$ cat src/star_polygon_vertex_generator_unit_assert.svh
// Assertion macros shared by the star polygon vertex generator modules.
`ifndef STAR_POLYGON_VERTEX_GENERATOR_UNIT_ASSERT_SVH
`define STAR_POLYGON_VERTEX_GENERATOR_UNIT_ASSERT_SVH

// Same-cycle implication, checked outside reset.
`define SPVG_ASSERT_HOLDS(name, ante, cons, msg) \
  name: assert property (@(posedge clk) disable iff (!rst_n) (ante) |-> (cons)) \
    else $error(msg);

// Next-cycle implication, checked outside reset.
`define SPVG_ASSERT_NEXT(name, ante, cons, msg) \
  name: assert property (@(posedge clk) disable iff (!rst_n) (ante) |=> (cons)) \
    else $error(msg);

`endif

$ cat src/spvg_pkg.sv
// Shared widths, constants and engine interface types for the star vertex generator.
package spvg_pkg;

  localparam int COORD_W        = 32;
  localparam int PC_W           = 6;
  localparam int MIN_SIDES      = 3;
  localparam int MAX_POINTS_DEF = 32;
  localparam int ANGLE_BITS_DEF = 16;
  localparam int PHASE_W        = 32;
  localparam int MUL_W          = 33;
  localparam int PROD_W         = 2 * MUL_W;
  localparam int TRIG_W         = 16;

  // 0.001 in Q16.16
  localparam logic signed [COORD_W-1:0] MIN_OUTER = COORD_W'(66);

  typedef struct packed {
    logic                      start;
    logic [PHASE_W-1:0]        phase;
    logic signed [COORD_W-1:0] radius;
    logic signed [COORD_W-1:0] cx;
    logic signed [COORD_W-1:0] cy;
  } vtx_req_t;

  typedef struct packed {
    logic                      busy;
    logic                      done;
    logic signed [COORD_W-1:0] vx;
    logic signed [COORD_W-1:0] vy;
  } vtx_rsp_t;

endpackage

$ cat src/spvg_mul.sv
// Shared unsigned multiplier with registered product.
module spvg_mul
  import spvg_pkg::*;
(
  input  logic              clk,
  input  logic [MUL_W-1:0]  op_a,
  input  logic [MUL_W-1:0]  op_b,
  output logic [PROD_W-1:0] prod_r
);

  always_ff @(posedge clk) begin
    prod_r <= PROD_W'(op_a) * PROD_W'(op_b);
  end

endmodule

$ cat src/spvg_engine.sv
// Vertex engine: polynomial sine/cosine and placement on one shared multiplier.
module spvg_engine
  import spvg_pkg::*;
(
  input  logic     clk,
  input  logic     rst_n,
  input  vtx_req_t req,
  output vtx_rsp_t rsp
);

  `include "star_polygon_vertex_generator_unit_assert.svh"

  // 2*pi in Q32 = 6 * 2^32 + TwoPiLo
  localparam logic [31:0] TwoPiLo = 32'd1216271633;

  localparam logic [31:0] Recip42 = 32'((64'd1 << 34) / 42);
  localparam logic [31:0] Recip20 = 32'((64'd1 << 34) / 20);
  localparam logic [31:0] Recip6  = 32'((64'd1 << 34) / 6);
  localparam logic [31:0] Recip56 = 32'((64'd1 << 34) / 56);
  localparam logic [31:0] Recip30 = 32'((64'd1 << 34) / 30);
  localparam logic [31:0] Recip12 = 32'((64'd1 << 34) / 12);

  localparam int MAG_W  = COORD_W - 1 + TRIG_W;
  localparam int VAL_W  = MAG_W + 3;
  localparam int OFFS_W = VAL_W - 15;
  localparam int SUM_W  = OFFS_W + 1;

  localparam logic signed [SUM_W-1:0] CoordMax =
    SUM_W'((64'sd1 <<< (COORD_W - 1)) - 64'sd1);
  localparam logic signed [SUM_W-1:0] CoordMin = SUM_W'(-(64'sd1 <<< (COORD_W - 1)));

  typedef enum logic [2:0] {
    TERM_S42, TERM_S20, TERM_S6, TERM_C56, TERM_C30, TERM_C12, TERM_C2
  } term_t;

  typedef enum logic [15:0] {
    E_IDLE = 16'b0000_0000_0000_0001,
    E_MX   = 16'b0000_0000_0000_0010,
    E_X    = 16'b0000_0000_0000_0100,
    E_MX2  = 16'b0000_0000_0000_1000,
    E_X2   = 16'b0000_0000_0001_0000,
    E_DB   = 16'b0000_0000_0010_0000,
    E_DD   = 16'b0000_0000_0100_0000,
    E_MT   = 16'b0000_0000_1000_0000,
    E_DA   = 16'b0000_0001_0000_0000,
    E_MS   = 16'b0000_0010_0000_0000,
    E_SV   = 16'b0000_0100_0000_0000,
    E_CF   = 16'b0000_1000_0000_0000,
    E_PX   = 16'b0001_0000_0000_0000,
    E_PY   = 16'b0010_0000_0000_0000,
    E_OY   = 16'b0100_0000_0000_0000,
    E_AY   = 16'b1000_0000_0000_0000
  } eng_state_t;

  function automatic logic [5:0] div_of(term_t t);
    logic [5:0] d;
    unique case (t)
      TERM_S42: d = 6'd42;
      TERM_S20: d = 6'd20;
      TERM_S6:  d = 6'd6;
      TERM_C56: d = 6'd56;
      TERM_C30: d = 6'd30;
      TERM_C12: d = 6'd12;
      default:  d = 6'd2;
    endcase
    return d;
  endfunction

  function automatic logic [31:0] recip_of(term_t t);
    logic [31:0] m;
    unique case (t)
      TERM_S42: m = Recip42;
      TERM_S20: m = Recip20;
      TERM_S6:  m = Recip6;
      TERM_C56: m = Recip56;
      TERM_C30: m = Recip30;
      TERM_C12: m = Recip12;
      default:  m = '0;
    endcase
    return m;
  endfunction

  // radius * trig + 0.5 at 2^-15, floor
  function automatic logic signed [OFFS_W-1:0] offset_of(logic [MAG_W-1:0] mag, logic neg);
    logic signed [VAL_W-1:0] m;
    logic signed [VAL_W-1:0] val;
    m   = signed'({3'b000, mag});
    val = neg ? (VAL_W'(16384) - m) : (m + VAL_W'(16384));
    return OFFS_W'(val >>> 15);
  endfunction

  function automatic logic signed [COORD_W-1:0] sat_add(logic signed [COORD_W-1:0] c,
                                                        logic signed [OFFS_W-1:0] o);
    logic signed [SUM_W-1:0] s;
    logic signed [COORD_W-1:0] r;
    s = SUM_W'(c) + SUM_W'(o);
    if (s > CoordMax) begin
      r = COORD_W'(CoordMax);
    end else if (s < CoordMin) begin
      r = COORD_W'(CoordMin);
    end else begin
      r = COORD_W'(s);
    end
    return r;
  endfunction

  eng_state_t state_r, state_nxt;
  term_t      term_r, term_nxt;

  logic [1:0]  quad_r;
  logic        swap_r;
  logic [29:0] r_r;
  logic [31:0] r6_r;
  logic [31:0] x_r;
  logic [31:0] x2_r;
  logic [31:0] v_r;
  logic [29:0] q0_r;
  logic [32:0] t_r;
  logic [TRIG_W-1:0] s0_r;
  logic [TRIG_W-1:0] c0_r;
  logic signed [OFFS_W-1:0] offx_r;
  logic signed [OFFS_W-1:0] offy_r;
  logic signed [COORD_W-1:0] vx_r;
  logic signed [COORD_W-1:0] vy_r;

  logic [MUL_W-1:0]  op_a, op_b;
  logic [PROD_W-1:0] prod;

  logic [29:0] fold_r;
  logic        fold_swap;
  logic [30:0] fold_mirror;
  logic [31:0] rem;
  logic [31:0] quot;
  logic [32:0] sv_rnd;
  logic [32:0] cv;
  logic [33:0] cv_rnd;
  logic [TRIG_W-1:0] sw_s, sw_c;
  logic [TRIG_W-1:0] cos_mag, sin_mag;
  logic cos_neg, sin_neg;

  spvg_mul u_mul (
    .clk    (clk),
    .op_a   (op_a),
    .op_b   (op_b),
    .prod_r (prod)
  );

  always_comb begin
    fold_r      = req.phase[29:0];
    fold_swap   = fold_r > 30'h2000_0000;
    fold_mirror = 31'h4000_0000 - 31'(fold_r);

    rem    = v_r - prod[31:0];
    quot   = (rem >= 32'(div_of(term_r))) ? 32'(q0_r) + 32'd1 : 32'(q0_r);
    sv_rnd = 33'(prod[63:32]) + 33'h1_0000;
    cv     = 33'h1_0000_0000 - 33'(prod[63:33]);
    cv_rnd = 34'(cv) + 34'h1_0000;

    sw_s    = swap_r ? c0_r : s0_r;
    sw_c    = swap_r ? s0_r : c0_r;
    cos_mag = quad_r[0] ? sw_s : sw_c;
    sin_mag = quad_r[0] ? sw_c : sw_s;
    cos_neg = quad_r[0] ^ quad_r[1];
    sin_neg = quad_r[1];
  end

  // multiplier operand select
  always_comb begin
    op_a = '0;
    op_b = '0;
    unique case (state_r)
      E_MX: begin
        op_a = MUL_W'(r_r);
        op_b = MUL_W'(TwoPiLo);
      end
      E_MX2: begin
        op_a = MUL_W'(x_r);
        op_b = MUL_W'(x_r);
      end
      E_X2, E_DA: begin
        op_a = MUL_W'(prod[63:32]);
        op_b = MUL_W'(recip_of(term_r));
      end
      E_SV: begin
        op_a = MUL_W'(x2_r);
        op_b = MUL_W'(recip_of(term_r));
      end
      E_DB: begin
        op_a = MUL_W'(prod[63:34]);
        op_b = MUL_W'(div_of(term_r));
      end
      E_MT: begin
        op_a = MUL_W'(x2_r);
        op_b = MUL_W'(t_r);
      end
      E_MS: begin
        op_a = MUL_W'(x_r);
        op_b = MUL_W'(t_r);
      end
      E_PX: begin
        op_a = MUL_W'(req.radius[COORD_W-2:0]);
        op_b = MUL_W'(cos_mag);
      end
      E_PY: begin
        op_a = MUL_W'(req.radius[COORD_W-2:0]);
        op_b = MUL_W'(sin_mag);
      end
      default: begin
        op_a = '0;
        op_b = '0;
      end
    endcase
  end

  always_comb begin
    state_nxt = state_r;
    term_nxt  = term_r;
    unique case (state_r)
      E_IDLE: begin
        if (req.start) begin
          state_nxt = E_MX;
          term_nxt  = TERM_S42;
        end
      end
      E_MX:  state_nxt = E_X;
      E_X:   state_nxt = E_MX2;
      E_MX2: state_nxt = E_X2;
      E_X2:  state_nxt = E_DB;
      E_DB:  state_nxt = E_DD;
      E_DD: begin
        term_nxt  = term_t'(term_r + 3'd1);
        state_nxt = (term_r == TERM_S6) ? E_MS : E_MT;
      end
      E_MT:  state_nxt = (term_r == TERM_C2) ? E_CF : E_DA;
      E_DA:  state_nxt = E_DB;
      E_MS:  state_nxt = E_SV;
      E_SV:  state_nxt = E_DB;
      E_CF:  state_nxt = E_PX;
      E_PX:  state_nxt = E_PY;
      E_PY:  state_nxt = E_OY;
      E_OY:  state_nxt = E_AY;
      E_AY:  state_nxt = E_IDLE;
      default: state_nxt = E_IDLE;
    endcase
  end

  always_ff @(posedge clk) begin
    if (!rst_n) begin
      state_r <= E_IDLE;
      term_r  <= TERM_S42;
    end else begin
      state_r <= state_nxt;
      term_r  <= term_nxt;
    end
  end

  always_ff @(posedge clk) begin
    case (state_r)
      E_IDLE: begin
        if (req.start) begin
          quad_r <= req.phase[31:30];
          swap_r <= fold_swap;
          r_r    <= fold_swap ? fold_mirror[29:0] : fold_r;
        end
      end
      E_MX: r6_r <= 32'({r_r, 2'b00}) + 32'({r_r, 1'b0});
      E_X:  x_r  <= prod[63:32] + r6_r;
      E_X2: begin
        x2_r <= prod[63:32];
        v_r  <= prod[63:32];
      end
      E_DB: q0_r <= prod[63:34];
      E_DD: t_r  <= 33'h1_0000_0000 - 33'(quot);
      E_DA: v_r  <= prod[63:32];
      E_SV: begin
        s0_r <= sv_rnd[32:17];
        v_r  <= x2_r;
      end
      E_CF: c0_r <= cv_rnd[32:17];
      E_PY: offx_r <= offset_of(prod[MAG_W-1:0], cos_neg);
      E_OY: begin
        offy_r <= offset_of(prod[MAG_W-1:0], sin_neg);
        vx_r   <= sat_add(req.cx, offx_r);
      end
      E_AY: vy_r <= sat_add(req.cy, offy_r);
      default: ;
    endcase
  end

  assign rsp.busy = (state_r != E_IDLE);
  assign rsp.done = (state_r == E_AY);
  assign rsp.vx   = vx_r;
  assign rsp.vy   = vy_r;

  `SPVG_ASSERT_HOLDS(a_start_when_idle, req.start, state_r == E_IDLE, "vertex start while engine busy")
  `SPVG_ASSERT_HOLDS(a_cos_chain_done, state_r == E_CF, term_r == TERM_C2, "cosine finish before last term")

endmodule

$ cat src/star_polygon_vertex_generator_unit.sv
// Top level of the star polygon vertex generator: input capture, vertex walk, output register.
//
//   Channel  Ports                     Transaction
//   input    in_tvalid/in_tready       one star description (in_tdata)
//   output   out_tvalid/out_tready     one vertex (out_tdata, out_tuser, out_tlast)
//
// A star with N points (after clamping) gives 2*N vertices, outer then inner per point.
// Each vertex passes through an issue state, the vertex engine and a load of the output register;
// the next vertex is issued only after the last one has been loaded, so vertices do not overlap.
// The pace is set by the single shared 33x33 multiplier, used 22 times per vertex.
// in_tready is high only between stars; a stalled output holds the walk at the next vertex.
// rst_n is synchronous and active low; no clearing pass is needed after reset.
module star_polygon_vertex_generator_unit
  import spvg_pkg::*;
#(
  parameter int MAX_POINTS = MAX_POINTS_DEF,
  parameter int ANGLE_BITS = ANGLE_BITS_DEF,
  localparam int IN_FIELDS_W = PC_W + 4 * COORD_W + 2 * ANGLE_BITS,
  localparam int IN_W = ((IN_FIELDS_W + 7) / 8) * 8,
  localparam int OUT_W = 2 * COORD_W
)
(
  input  logic             clk,
  input  logic             rst_n,
  input  logic             in_tvalid,
  output logic             in_tready,
  // point_count, center_x, center_y, outer_radius, inner_radius, outer_angle, inner_angle
  input  logic [IN_W-1:0]  in_tdata,
  output logic             out_tvalid,
  input  logic             out_tready,
  // vertex_x, vertex_y
  output logic [OUT_W-1:0] out_tdata,
  // is_line
  output logic             out_tuser,
  output logic             out_tlast
);

  `include "star_polygon_vertex_generator_unit_assert.svh"

  localparam int SIDE_W = $clog2(MAX_POINTS + 1);
  localparam int IDX_W  = SIDE_W + 1;

  localparam int CxLo = PC_W;
  localparam int CyLo = CxLo + COORD_W;
  localparam int R1Lo = CyLo + COORD_W;
  localparam int R2Lo = R1Lo + COORD_W;
  localparam int OaLo = R2Lo + COORD_W;
  localparam int IaLo = OaLo + ANGLE_BITS;

  typedef enum logic [3:0] {
    T_IDLE  = 4'b0001,
    T_ISSUE = 4'b0010,
    T_WAIT  = 4'b0100,
    T_OUT   = 4'b1000
  } top_state_t;

  top_state_t state_r, state_nxt;

  logic [IDX_W-1:0]          idx_r;
  logic [SIDE_W-1:0]         sides_r;
  logic [ANGLE_BITS-1:0]     step_r;
  logic [ANGLE_BITS-1:0]     acc_o_r;
  logic [ANGLE_BITS-1:0]     acc_i_r;
  logic signed [COORD_W-1:0] cx_r, cy_r, r1_r, r2_r;

  logic                      out_valid_r;
  logic signed [COORD_W-1:0] out_x_r, out_y_r;
  logic                      out_line_r, out_last_r;

  logic [ANGLE_BITS-1:0] step_tab [MAX_POINTS+1];

  logic [PC_W-1:0]           pc_in;
  logic signed [COORD_W-1:0] cx_in, cy_in, r1_in, r2_in, r1_c, r2_c;
  logic [ANGLE_BITS-1:0]     oa_in, ia_in;
  logic [6:0]                pc7, sides7;
  logic [SIDE_W-1:0]         sides_c;
  logic [IDX_W-1:0]          total;
  logic                      pass, last_vtx, in_acc, out_free, out_load;
  logic [ANGLE_BITS-1:0]     ang;

  vtx_req_t req;
  vtx_rsp_t rsp;

  // rounded angle step per side count, worked out at elaboration
  for (genvar g = 0; g <= MAX_POINTS; g++) begin : g_step
    if (g < MIN_SIDES) begin : g_unused
      assign step_tab[g] = '0;
    end else begin : g_val
      localparam longint unsigned StepVal = ((64'd1 << ANGLE_BITS) + g / 2) / g;
      assign step_tab[g] = ANGLE_BITS'(StepVal);
    end
  end

  always_comb begin
    pc_in = in_tdata[PC_W-1:0];
    cx_in = signed'(in_tdata[CxLo +: COORD_W]);
    cy_in = signed'(in_tdata[CyLo +: COORD_W]);
    r1_in = signed'(in_tdata[R1Lo +: COORD_W]);
    r2_in = signed'(in_tdata[R2Lo +: COORD_W]);
    oa_in = in_tdata[OaLo +: ANGLE_BITS];
    ia_in = in_tdata[IaLo +: ANGLE_BITS];

    pc7 = 7'(pc_in);
    if (pc7 < 7'(MIN_SIDES)) begin
      sides7 = 7'(MIN_SIDES);
    end else if (pc7 > 7'(MAX_POINTS)) begin
      sides7 = 7'(MAX_POINTS);
    end else begin
      sides7 = pc7;
    end
    sides_c = SIDE_W'(sides7);

    r1_c = (r1_in < MIN_OUTER) ? MIN_OUTER : r1_in;
    if (r2_in < 0) begin
      r2_c = '0;
    end else if (r2_in > r1_c) begin
      r2_c = r1_c;
    end else begin
      r2_c = r2_in;
    end
  end

  assign in_tready = (state_r == T_IDLE);
  assign in_acc    = in_tvalid && in_tready;
  assign out_free  = !out_valid_r || out_tready;
  assign out_load  = (state_r == T_OUT) && out_free;

  assign total    = {sides_r, 1'b0};
  assign pass     = idx_r[0];
  assign last_vtx = (idx_r == total - IDX_W'(1));
  assign ang      = pass ? acc_i_r : acc_o_r;

  assign req.start  = (state_r == T_ISSUE);
  assign req.phase  = PHASE_W'(ang) << (PHASE_W - ANGLE_BITS);
  assign req.radius = pass ? r2_r : r1_r;
  assign req.cx     = cx_r;
  assign req.cy     = cy_r;

  spvg_engine u_engine (
    .clk   (clk),
    .rst_n (rst_n),
    .req   (req),
    .rsp   (rsp)
  );

  always_comb begin
    state_nxt = state_r;
    unique case (state_r)
      T_IDLE:  if (in_acc) state_nxt = T_ISSUE;
      T_ISSUE: state_nxt = T_WAIT;
      T_WAIT:  if (rsp.done) state_nxt = T_OUT;
      T_OUT:   if (out_free) state_nxt = last_vtx ? T_IDLE : T_ISSUE;
      default: state_nxt = T_IDLE;
    endcase
  end

  always_ff @(posedge clk) begin
    if (!rst_n) begin
      state_r     <= T_IDLE;
      idx_r       <= '0;
      out_valid_r <= 1'b0;
    end else begin
      state_r <= state_nxt;
      if (in_acc) begin
        idx_r <= '0;
      end else if (out_load) begin
        idx_r <= idx_r + IDX_W'(1);
      end
      if (out_load) begin
        out_valid_r <= 1'b1;
      end else if (out_tready) begin
        out_valid_r <= 1'b0;
      end
    end
  end

  always_ff @(posedge clk) begin
    if (in_acc) begin
      sides_r <= sides_c;
      step_r  <= step_tab[sides_c];
      acc_o_r <= oa_in;
      acc_i_r <= ia_in;
      cx_r    <= cx_in;
      cy_r    <= cy_in;
      r1_r    <= r1_c;
      r2_r    <= r2_c;
    end else if (out_load && pass) begin
      // both start angles advance after the inner vertex of a point
      acc_o_r <= acc_o_r + step_r;
      acc_i_r <= acc_i_r + step_r;
    end
    if (out_load) begin
      out_x_r    <= rsp.vx;
      out_y_r    <= rsp.vy;
      out_line_r <= (idx_r != '0);
      out_last_r <= last_vtx;
    end
  end

  assign out_tvalid = out_valid_r;
  assign out_tdata  = {out_y_r, out_x_r};
  assign out_tuser  = out_line_r;
  assign out_tlast  = out_last_r;

  `SPVG_ASSERT_HOLDS(a_done_while_waiting, rsp.done, state_r == T_WAIT, "vertex result with nobody waiting")
  `SPVG_ASSERT_NEXT(a_idle_after_last, out_load && last_vtx, state_r == T_IDLE, "star did not end after last vertex")
  `SPVG_ASSERT_HOLDS(a_index_in_range, state_r != T_IDLE, idx_r < total, "vertex index past end of star")
  `SPVG_ASSERT_HOLDS(a_issue_engine_idle, state_r == T_ISSUE, !rsp.busy, "vertex issued to busy engine")

endmodule

$ cat config.mk
export PLATFORM = sky130hd
export DESIGN_NAME = star_polygon_vertex_generator_unit
export DESIGN_NICKNAME = d
export VERILOG_FILES = /design/src/spvg_pkg.sv /design/src/spvg_mul.sv /design/src/spvg_engine.sv /design/src/star_polygon_vertex_generator_unit.sv
export VERILOG_INCLUDE_DIRS = /design/src /design/src/src
export SDC_FILE = /design/constraint.sdc
export NUM_CORES = 2
export LEC_CHECK = 0
export BUFFER_PORTS_ARGS = -buffer_cell sky130_fd_sc_hd__buf_2
export CELL_PAD_IN_SITES_DETAIL_PLACEMENT = 1
export CELL_PAD_IN_SITES_GLOBAL_PLACEMENT = 2
export CORE_ASPECT_RATIO = 2
export CORE_MARGIN = 2
export CORE_UTILIZATION = 40
export CTS_BUF_LIST = sky130_fd_sc_hd__clkbuf_8
export DETAILED_ROUTE_END_ITERATION = 7
export GPL_ROUTABILITY_DRIVEN = 0
export PLACE_DENSITY_LB_ADDON = 0.1
export SYNTH_ARGS = -nofsm -noshare
export SYNTH_HDL_FRONTEND = slang
export SYNTH_SLANG_ARGS = --single-unit
$ cat constraint.sdc
create_clock -name clk -period 29.9 [get_ports clk]
set_clock_uncertainty 0.2 [all_clocks]
set_input_delay 1.495 -clock clk [delete_from_list [all_inputs] [get_ports clk]]
set_output_delay 1.495 -clock clk [all_outputs]
set_load 0.005 [all_outputs]
==> out/metrics.cfg <==
[setup_path]
r2r_slack_ps = 16250
r2r_end = u_engine.u_mul.prod_r[63]
r2r_cells = 45
crit_fanout = 18
worstSetupEndpointType = flop
cp.required_ps = 30440
critPathSlowestCell = a221oi_1
cp_common_cell = fa_1
slowest_delay_ps = 750
r2r-start = u_engine.state_r[4]
critPathLaunchType = flop
crit_type = flop to flop
critPathArrivalTime_ps = 14190

[final_layout]
final_common_cell = inv_1
final_area_um2 = 78400
final_util_pct = 44.0
multi_input_area_um2 = 46200
final_cells = 10062
synthToLayoutAreaGrowth_pct = 9.21
nets = 9224
layout-drive-gt1-share_pct = 9.65
seq_area_um2 = 19900
fillers = 20385
layout_common_cells = 1236 x inv_1, 932 x fa_1, 836 x nand2_1

[synth]
syn-instance-count = 7474
ys.warnings.count = 0
synth.top_cell.area_share_pct = 26.0
synth.area.top_cells = fa_1 26%, edfxtp_1 25%, ha_1 8.3%, inv_1 6.3%, nand2_1 4.4%
synth.distinct_cells = 100
synth.area.mux_share_pct = 1.84
yosys.area_share.simple_pct = 14.0
seq_area_frac_synth_pct = 27.8
synthArstFlopShare_pct = 0
synth_compound_area_share_pct = 9.44
synth_edf_count = 600
ys.flop_type = edfxtp_1
synth_top_area_cell = fa_1
syn_area_per_cell_um2 = 9.60
syn_area_um2 = 71800
synth_xor_area_share_pct = 4.33
synthAdderAreaFrac_pct = 34.3
ys_seq_elements = 695
synth_top_family_by_area = adder cells
synth_nets = 9054

[sta]
period_share_pct = 45.7
finalCriticalPeriod_ps = 13650
setup_ws_ps = 16250
finalHoldViolCount = 0
setup_tns_ps = 0
timing.fmax_mhz = 73.2
slew_headroom_pct = 10.1
rsz0062_at_grt = false
tightestPinTransition_ps = 1350
final-setup-viol-count = 0
maxSlewViolCount = 0

[placement]
dp_cells = 9857
detailed_place.area_um2 = 76100
dp_hpwl_mm = 234
numPortBuffers = 237
dp_slack_ps = 16380

[clocking]
cts-hold-fix-buffers = 0
clk_latency_ps = 880
cts_tree = yes
h-tree-depth = 3
cts.clk_slew.worst_paths_ps = 70
cts_setup_buffers = 0
clockBufferDepth = 3
ctsRootBufferMaster = clkbuf_8
clock-sinks = 695
cts_resized = 0
cts-buffers-inserted = 105

[die]
top_level_ports = 240
dieHeight_um = 603
coreArea_um2 = 178000
start_util_pct = 40.3
die-area_um2 = 183000
rows = 219
die_x_um = 304

[routing]
drt_iter0_markers = 3091
viasPerCell = 5.64
drtPass1Iterations = 8
vias = 56742
route.detailed.drc = 0
drt-wirelength-per-cell_um = 29.0
ant_nets = 0
wl_mm = 292

[worst_hold_path]
hold_end = out_x_r[1]
hold_start = u_engine.vx_r[1]
min_path_type = flop to flop
holdPathStages = 0

[global_route]
grt_pass1_vias = 63939
grt_usage_pct = 32.3
grt_max_degree = 123
overflow = 0
grt_pass1_wl_mm = 422
antenna_found_initial = 11

[run]
maxCapViolCount = 0

[power]
irDropWorstVdd_mv = 0.0533
p_leak_nw = 35.4
p_per_area_nw_per_um2 = 36.7

[run_status]
status = completed

## critical path: cells and delay by family, from the launching register on
family / cells / cell delay (ps)
adder cells (fa/ha/maj): 9 / 4480
AO/OA/AOI/OAI: 10 / 3870
AND/OR/NAND/NOR: 15 / 2620
XOR/XNOR: 1 / 150
buffers and inverters: 10 / 1730
flip-flops: 1 / 450
## synthesized netlist by cell type, types with 42 or more instances
cell / number
inv_1: 1212
fa_1: 932
nand2_1: 843
nor2_1: 801
edfxtp_1: 600
ha_1: 476
clkbuf_1: 326
a21oi_1: 296
xnor2_1: 261
o21ai_0: 243
nand3_1: 115
dfxtp_1: 95
xor2_1: 92
a21o_1: 91
nand2b_1: 74
nor3_1: 74
and3_1: 67
mux2_2: 65
mux2i_1: 59
a22oi_1: 58
nand4_1: 51
o21bai_1: 47
nor2b_1: 45
nor4_1: 42
## per-stage QoR
stage          total power, mW  hold WS, ps
6_report                  2.87          219
5_1_grt                   3.02          224
4_1_cts                   2.90          204
3_5_place_dp              2.03          205
3_3_place_gp              2.00          201
2_1_floorplan             1.78          200
## layout make-up
cell class / instances / area share (%)
clock buffers: 116 / 2.04
well taps: 2320 / 3.70
repair buffers: 418 / 3.25
diodes: 8 / 0.0255
flip-flops and latches: 695 / 25.4
inverters: 1219 / 5.85
multi-input cells: 5205 / 58.9
clock inverters: 81 / 0.819
## routing by layer
metal	global-route usage [%]	routed length, µm	vias to the layer above
met5	0	11	-
li1	-	-	24714
met1	28.8	87900	29269
met2	61.3	159000	1808
met3	4.55	12900	949
met4	28.9	32400	2
## flip-flops by register name (all words and copies together), names as in the netlist, 15 cells and up
name                   count
acc_i_r                   16
acc_o_r                   16
cx_r                      32
cy_r                      32
out_x_r                   32
out_y_r                   32
r1_r                      31
r2_r                      31
step_r                    15
u_engine.c0_r             16
u_engine.offx_r           34
u_engine.offy_r           34
u_engine.q0_r             30
u_engine.r6_r             15
u_engine.s0_r             16
u_engine.state_r          16
u_engine.t_r              33
u_engine.u_mul.prod_r     64
u_engine.v_r              32
u_engine.vx_r             32
u_engine.vy_r             32
u_engine.x2_r             32
u_engine.x_r              32
## cells by family (layout without fill, tap and decap cells)
family | after synthesis | count (layout)
AO/OA/AOI/OAI | 1045 | 1045
other | 0 | 8
XOR/XNOR | 354 | 354
flip-flops | 695 | 695
multiplexers | 124 | 124
adder cells (fa/ha/maj) | 1408 | 1408
AND/OR/NAND/NOR | 2274 | 2274
buffers and inverters | 1574 | 1834
## how the worst max path moves through the flow
stage	cells after the start	end	from	slack, ps
2_1_floorplan	42	u_engine.u_mul.prod_r[63]	u_engine.state_r[11]	18100
3_3_place_gp	45	u_engine.u_mul.prod_r[63]	u_engine.state_r[4]	16630
3_5_place_dp	45	u_engine.u_mul.prod_r[63]	u_engine.state_r[4]	16380
4_1_cts	45	u_engine.u_mul.prod_r[63]	u_engine.state_r[4]	16300
5_1_grt	45	u_engine.u_mul.prod_r[63]	u_engine.state_r[15]	15720
6_report	45	u_engine.u_mul.prod_r[63]	u_engine.state_r[4]	16250
## power by group
| group | switching, mW | leakage, nW | total [mW] | internal, mW |
|---|---|---|---|---|
| clock network | 0.441 | 1.23 | 0.868 | 0.427 |
| logic | 0.475 | 27.7 | 0.744 | 0.269 |
| registers | 0.0576 | 6.47 | 1.26 | 1.20 |
| total | 0.974 | 35.4 | 2.87 | 1.90 |
Power figures use the tool's default switching activity.
